==> src/hdl/particle_update_step_assert.svh <==
// assertion macros for the particle update pipeline
`ifndef PARTICLE_UPDATE_STEP_ASSERT_SVH
`define PARTICLE_UPDATE_STEP_ASSERT_SVH

// same-cycle implication, off during reset
`define PU_ASSERT_NOW(lbl, ante, cons, msg) \
  lbl: assert property (@(posedge clk) disable iff (!rst_n) (ante) |-> (cons)) \
    else $error(msg);

// next-cycle implication, off during reset
`define PU_ASSERT_NXT(lbl, ante, cons, msg) \
  lbl: assert property (@(posedge clk) disable iff (!rst_n) (ante) |=> (cons)) \
    else $error(msg);

`endif

==> src/hdl/pu_pkg.sv <==
package pu_pkg;

  // register indexes on the configuration port
  localparam int unsigned CFG_ADDR_W = 5;
  localparam logic [2:0] REG_FRAME_TIME  = 3'd0;
  localparam logic [2:0] REG_START_COLOR = 3'd1;
  localparam logic [2:0] REG_END_COLOR   = 3'd2;
  localparam logic [2:0] REG_START_SIZE  = 3'd3;
  localparam logic [2:0] REG_END_SIZE    = 3'd4;
  localparam logic [2:0] REG_FADE        = 3'd5;
  localparam logic [2:0] REG_FLICKER     = 3'd6;

  // register reset values
  localparam logic [15:0] FRAME_TIME_RST  = 16'd1092;
  localparam logic [31:0] START_COLOR_RST = 32'hFFFF_FFFF;

  // arithmetic constants
  localparam logic [23:0] LIFE_MIN      = 24'd3277;
  localparam logic [23:0] AGE_MAX       = 24'hFF_FFFF;
  localparam logic [16:0] FRICTION      = 17'd64225;
  localparam logic [17:0] FLICKER_TURNS = 18'd208608;
  localparam logic [32:0] BHASKARA_K    = 33'h1_4000_0000;
  localparam logic [16:0] HALF_Q16      = 17'd32768;

  typedef struct packed {
    logic [23:0]        age;
    logic [23:0]        lifetime;
    logic signed [31:0] pos_x;
    logic signed [31:0] pos_y;
    logic signed [31:0] vel_x;
    logic signed [31:0] vel_y;
  } pu_in_t;

  typedef struct packed {
    logic               expired;
    logic [23:0]        new_age;
    logic signed [31:0] new_pos_x;
    logic signed [31:0] new_pos_y;
    logic signed [31:0] new_vel_x;
    logic signed [31:0] new_vel_y;
    logic [15:0]        width;
    logic [15:0]        height;
    logic [23:0]        color_rgb;
    logic [7:0]         alpha;
    logic signed [15:0] heading;
  } pu_out_t;

  typedef struct packed {
    logic [15:0] frame_time;
    logic [31:0] start_color;
    logic [31:0] end_color;
    logic [31:0] start_size;
    logic [31:0] end_size;
    logic        fade_enable;
    logic        flicker_enable;
  } pu_cfg_t;

  // everything one particle carries down the pipeline
  typedef struct packed {
    logic               exp;
    logic [23:0]        na;
    logic [23:0]        life;
    logic signed [31:0] px;
    logic signed [31:0] py;
    logic signed [48:0] pvx;
    logic signed [48:0] pvy;
    logic signed [48:0] vdx;
    logic signed [48:0] vdy;
    logic signed [31:0] nvx;
    logic signed [31:0] nvy;
    logic [15:0]        phase;
    logic [23:0]        t_rem;
    logic [15:0]        t_q;
    logic [28:0]        w;
    logic [32:0]        s_den;
    logic [32:0]        s_rem;
    logic [16:0]        s_q;
    logic signed [35:0] cx;
    logic signed [35:0] cy;
    logic [15:0]        cz;
    logic               czero;
    logic [15:0]        sw;
    logic [15:0]        sh;
    logic [7:0]         cr;
    logic [7:0]         cg;
    logic [7:0]         cb;
    logic [7:0]         ca;
  } pu_pipe_t;

  // arctangent of 2^-i in pi/32768 units
  function automatic logic [15:0] atan_entry(input logic [3:0] i);
    logic [15:0] v;
    case (i)
      4'd0:  v = 16'd8192;
      4'd1:  v = 16'd4836;
      4'd2:  v = 16'd2555;
      4'd3:  v = 16'd1297;
      4'd4:  v = 16'd651;
      4'd5:  v = 16'd326;
      4'd6:  v = 16'd163;
      4'd7:  v = 16'd81;
      4'd8:  v = 16'd41;
      4'd9:  v = 16'd20;
      4'd10: v = 16'd10;
      4'd11: v = 16'd5;
      4'd12: v = 16'd3;
      4'd13: v = 16'd1;
      4'd14: v = 16'd1;
      default: v = 16'd0;
    endcase
    return v;
  endfunction

  // a + floor((b - a) * t / 2^16), modulo 2^16
  function automatic logic [15:0] lerp16(input logic [15:0] a, input logic [15:0] b,
                                         input logic [15:0] t);
    logic signed [16:0] d;
    logic signed [33:0] p;
    d = $signed({1'b0, b}) - $signed({1'b0, a});
    p = d * $signed({1'b0, t});
    return a + p[31:16];
  endfunction

endpackage

==> src/hdl/pu_cfg_regs.sv <==
module pu_cfg_regs (
  input  logic                           clk,
  input  logic                           rst_n,
  input  logic                           psel,
  input  logic                           penable,
  input  logic                           pwrite,
  input  logic [pu_pkg::CFG_ADDR_W-1:0]  paddr,
  input  logic [31:0]                    pwdata,
  output logic [31:0]                    prdata,
  output logic                           pready,
  output pu_pkg::pu_cfg_t                cfg
);
  import pu_pkg::*;

  pu_cfg_t    cfg_r;
  logic [2:0] idx;
  logic       wr_en;

  assign idx    = paddr[4:2];
  assign wr_en  = psel && penable && pwrite;
  assign pready = 1'b1;
  assign cfg    = cfg_r;

  // register writes
  always_ff @(posedge clk) begin
    if (!rst_n) begin
      cfg_r.frame_time     <= FRAME_TIME_RST;
      cfg_r.start_color    <= START_COLOR_RST;
      cfg_r.end_color      <= '0;
      cfg_r.start_size     <= '0;
      cfg_r.end_size       <= '0;
      cfg_r.fade_enable    <= 1'b1;
      cfg_r.flicker_enable <= 1'b0;
    end else if (wr_en) begin
      case (idx)
        REG_FRAME_TIME:  cfg_r.frame_time     <= pwdata[15:0];
        REG_START_COLOR: cfg_r.start_color    <= pwdata;
        REG_END_COLOR:   cfg_r.end_color      <= pwdata;
        REG_START_SIZE:  cfg_r.start_size     <= pwdata;
        REG_END_SIZE:    cfg_r.end_size       <= pwdata;
        REG_FADE:        cfg_r.fade_enable    <= pwdata[0];
        REG_FLICKER:     cfg_r.flicker_enable <= pwdata[0];
        default: ;
      endcase
    end
  end

  // read back
  always_comb begin
    case (idx)
      REG_FRAME_TIME:  prdata = {16'b0, cfg_r.frame_time};
      REG_START_COLOR: prdata = cfg_r.start_color;
      REG_END_COLOR:   prdata = cfg_r.end_color;
      REG_START_SIZE:  prdata = cfg_r.start_size;
      REG_END_SIZE:    prdata = cfg_r.end_size;
      REG_FADE:        prdata = {31'b0, cfg_r.fade_enable};
      REG_FLICKER:     prdata = {31'b0, cfg_r.flicker_enable};
      default:         prdata = '0;
    endcase
  end

endmodule

==> config.mk <==
export PLATFORM = sky130hd
export DESIGN_NAME = pu_cfg_regs
export DESIGN_NICKNAME = d
export VERILOG_FILES = /design/src/hdl/particle_update_step_assert.svh /design/src/hdl/pu_pkg.sv /design/src/hdl/pu_cfg_regs.sv
export SDC_FILE = /design/constraint.sdc
export NUM_CORES = 1
export LEC_CHECK = 0
export BUFFER_PORTS_ARGS = -buffer_cell sky130_fd_sc_hd__buf_4
export CORE_UTILIZATION = 50
export DETAILED_ROUTE_END_ITERATION = 10
export GPL_TIMING_DRIVEN = 0
export PLACE_DENSITY = 0.88
export SYNTH_ARGS = -nofsm -noshare
export SYNTH_HDL_FRONTEND = slang
export SYNTH_SLANG_ARGS = --single-unit
==> constraint.sdc <==
create_clock -name clk -period 1.5 [get_ports clk]
set_input_delay 0.15 -clock clk [delete_from_list [all_inputs] [get_ports clk]]
set_output_delay 0.15 -clock clk [all_outputs]
set_load 0.005 [all_outputs]
=== Word-level counts from Yosys, hierarchy flattened ===
Cells that the tools add are included.

* Bits in registers: 146
* Input bits: 42

* Equal/unequal tests: 6
* Muxes and demuxes: 1
* Reductions and logical operators: 10

{| class="wikitable"
|+ Operators with widths
! cell !! number
|-
| 32-bit case mux with 7 select lines || 1
|-
| 2-bit AND reduction || 7
|-
| 3-bit equality test (second input constant) || 3
|-
| 3-bit by 2-bit equality test with 1-bit output (second input constant) || 2
|-
| 3-bit by 1-bit equality test with 1-bit output (second input constant) || 1
|-
| 3-bit zero test || 1
|-
| 1-bit logical AND || 2
|}

=== Logic depth before layout (Yosys ltp) ===
* Depth after elaboration: 3
* Mapped depth: 6
* Depth with buffers taken out: 3

=== Worst setup path after synthesis ===
OpenSTA, ideal clock, no wires.

* Kind: in2out
* Start: input paddr[2] in the netlist's numbering
* End: output prdata[11]
* Arrival time: 1.120 ns
* Required time: 1.350 ns
* Setup slack: 0.230 ns
* Stages: 6
* Path buffers: 3
* Path through: buf_6 and3b_1 clkbuf_1 clkbuf_1 o2bb2ai_1 a221o_1

* Cells in the longest elaborated chain, start to end: 2
* Elaborated cells between the ends (all ways): 8

{| class="wikitable"
|+ RTL lines
! element !! line !! source
|-
| start, declared || pu_cfg_regs.sv:7 || <nowiki>input logic [pu_pkg::CFG_ADDR_W-1:0] paddr,</nowiki>
|-
| 3-bit equality test, or another cell as far along || pu_cfg_regs.sv:50 || <nowiki>case (idx)</nowiki>
|-
| 32-bit case mux with 7 select lines (*) || pu_cfg_regs.sv:50 ||
|-
| end, declared || pu_cfg_regs.sv:9 || <nowiki>output logic [31:0] prdata,</nowiki>
|}

Mark *: on every way between the ends. The rest lies on a longest branch, timed or not.

=== Worst setup path after layout ===
* Start: register cfg_r, in the netlist cfg[98]
* End: output prdata[0]

* Cells in the longest elaborated chain, start to end: 1

{| class="wikitable"
|+ RTL lines
! element !! line !! source
|-
| start, declared || pu_cfg_regs.sv:15 || <nowiki>pu_cfg_t cfg_r;</nowiki>
|-
| 32-bit case mux with 7 select lines || pu_cfg_regs.sv:50 ||
|}

No other way between the ends.

==> impl_metrics.json <==
{
  "cts_max_path_buffers": 2,
  "setup_violations": 12,
  "postSynthAreaPerCell_sq_um": 9.68,
  "crit_path_max_fanout": 3,
  "antenna_found_initial": 0,
  "drive_gt1_share_pct": 40.4,
  "routed_wl_um": 23700,
  "endpoint_kind": "output pin",
  "crit_chain": "mux4_2 > mux2_4 > buf_6",
  "syn_inst": 661,
  "ir_worst_vdd_mv": 0.716,
  "netlist_top_cells_area": "dfxtp_1 (46%), mux2i_1 (20%), nand2_1 (8.3%)",
  "grt_max_degree": 17,
  "timing.final.ws_setup_ps": -247,
  "die_w_um": 115,
  "critPathLaunchType": "register",
  "r2r_slack_ps": 680,
  "seq_area_sq_um": 3000,
  "reg2regPathDepth": 2,
  "ys_seq_area_share_pct": 45.7,
  "syn_to_final_growth_pct": 45.5,
  "r2r-end": "cfg[124]$_SDFFE_PN1P_",
  "place_ws_ps": -496,
  "whs_path_depth": 3,
  "yosysTopAreaCell": "dfxtp_1",
  "netlist_area_sq_um": 6400,
  "status": "finished with violations",
  "yosysWarnings": 0,
  "die_area_sq_um": 13300,
  "postRouteAntennaNets": 0,
  "cts.sinks": 146,
  "htreeDepth": 4,
  "placed_area_sq_um": 8220,
  "avgViaCountPerCell": 6.01,
  "worst_pin_slew_ps": 704,
  "path_delay_family": "multiplexers",
  "gr-total-overflow": 0,
  "multi_input_area_sq_um": 3060,
  "largest_register_ffs": 146,
  "crit_arrival_ps": 1600,
  "ctsHoldBuffers": 0,
  "required_ps": 1350,
  "nFillCells": 829,
  "r2r-start": "cfg[124]$_SDFFE_PN1P_",
  "final_hold_viol_count": 0,
  "path_class": "register to output pin",
  "grt_pass1_wl_um": 34400,
  "drc": 0,
  "via_count": 6653,
  "die_h_um": 115,
  "slew_violations": 0,
  "hold_end": "cfg[12]$_SDFFE_PN0P_",
  "finalSetupTns_ps": -483,
  "drt_iter0_drc": 677,
  "clock-root-buffer": "clkbuf_16",
  "grt_pass1_vias": 6150,
  "io_buffers": 215,
  "violations": "setup timing",
  "post_drt_wl_per_cell_um": 21.4,
  "slew_headroom_pct": 53.1,
  "post-dp-hpwl_um": 15400,
  "clock_latency_ps": 420,
  "ioPinCount": 221,
  "nets": 970,
  "synth_top_area_share_pct": 45.7,
  "ys_types": 31,
  "clk_pin_slew_ps": 60,
  "synth-seq-cells": 146,
  "hp-class": "primary input to register",
  "cts_buffers": 17,
  "core_sq_um": 12300,
  "slowest_delay_ps": 450,
  "grt_usage_pct": 34.9,
  "skew_ps": 0,
  "power_mw": 9.03,
  "rsz0062_at_grt": "true",
  "final_util_pct": 75.9,
  "maxCapViolCount": 0,
  "period_share_pct": 116,
  "fp-row-count": 40,
  "postLayoutCellArea_sq_um": 9310,
  "holdCritStartpoint": "pwdata[10]",
  "syn-num-nets": 703,
  "diodes": 0,
  "leakagePower_nw": 4.04,
  "cpMaxStageDelayCell": "mux4_2",
  "power.density_nw_per_um2": 970,
  "fin_crit_ps": 1750,
  "cts_tree": "built",
  "max_freq_mhz": 572,
  "first_pass_iters": 5,
  "cp_num_buf_inv": 1,
  "initial_core_util_pct": 52.2,
  "gp_congestion": 0.858
}
[area by class of cell]
cell class / count / area share (%)
multi-input combinational: 421 / 32.9
sequential: 146 / 32.2
timing repair buffer: 250 / 20.6
clock buffer: 22 / 5.31
buffer: 60 / 4.40
tap: 168 / 2.26
inverter: 32 / 1.29
clock inverter: 8 / 1.10
[worst min-delay path, stage by stage]
cell and delay, ps:
buf_4 110, nand2_1 90, mux2i_1 70
[through the flow]
stage,std cells,hold WS (ps)
2_1_floorplan,661,330
6_report,1107,50.0
3_5_place_dp,1044,466
5_1_grt,1107,63.1
3_3_place_gp,1044,459
4_1_cts,1094,46.1
[worst max path at each step]
stage / slack (ps) / depth (start not counted) / to / startpoint
global route: -270 / 3 / prdata[0] / cfg[98]$_SDFFE_PN1P_
floorplan: 230 / 6 / prdata[11] / paddr[2]
finish: -250 / 3 / prdata[0] / cfg[98]$_SDFFE_PN1P_
global placement: -470 / 6 / prdata[10] / paddr[4]
CTS: -240 / 3 / prdata[0] / cfg[1]$_SDFFE_PN1P_
detailed placement: -500 / 6 / prdata[10] / paddr[4]
[power by group]
group | switching (mW) | total [mW] | leakage, nW | internal, mW
sequential | 0.0309 | 3.94 | 1.21 | 3.91
clock | 1.64 | 4.29 | 0.278 | 2.65
combinational | 0.454 | 0.791 | 2.55 | 0.337
total | 2.13 | 9.03 | 4.04 | 6.90
[routing by layer]
metal,share of wire (%),up-vias,global-route usage (%)
met5,0,-,0
met4,3.2,0,15.1
met3,9.4,68,6.69
met2,47,445,57.1
met1,40,3238,44.9
li1,-,2902,-
[cell families (layout without fill, tap and decap cells)]
group,Yosys count,after routing,synth area share [%]
buffers and inverters,94,372,6.96
flip-flops,146,146,45.7
AND/OR/NAND/NOR,156,156,10.1
AO/OA/AOI/OAI,137,137,17.1
other,1,1,0.0586
multiplexers,127,127,20.1
[cells in the mapped netlist]
| cell type | instances |
|---|---|
| o21ai_0 | 36 |
| o311ai_1 | 2 |
| nand4b_4 | 1 |
| or2_1 | 2 |
| buf_1 | 3 |
| o211ai_1 | 4 |
| o311ai_0 | 31 |
| nor2_1 | 2 |
| mux2i_1 | 125 |
| o31ai_1 | 1 |
| nand2_1 | 142 |
| dfxtp_1 | 146 |
| nor3b_2 | 1 |
| o2bb2ai_1 | 15 |
| buf_4 | 10 |
| nand2b_1 | 2 |
| nand3b_1 | 1 |
| o21ai_1 | 1 |
| conb_1 | 1 |
| mux4_2 | 1 |
| clkbuf_1 | 35 |
| nor2_2 | 2 |
| buf_2 | 8 |
| inv_1 | 32 |
| mux2_2 | 1 |
| a22o_1 | 16 |
| a221o_1 | 31 |
| buf_6 | 6 |
| nor2_4 | 1 |
| nand4_1 | 1 |
| and3b_1 | 1 |
[placed cells by master (no fill, tap or decap), types with 16 or more instances in the layout]
cell         n
dfxtp_1     87
a221o_1     31
o311ai_0    31
dfxtp_2     59
clkbuf_16   18
mux2i_1    125
nand2_1    142
clkbuf_1    29
o21ai_0     36
a22o_1      16
inv_1       32
buf_4      256
[repair_timing]
action,4_1_cts,5_1_grt
gates cloned,1,1
endpoints found under the setup margin,32,32
gates resized for setup,66,38
buffers inserted,21,12
pin swaps,8,12
Power figures use the tool's default switching activity.
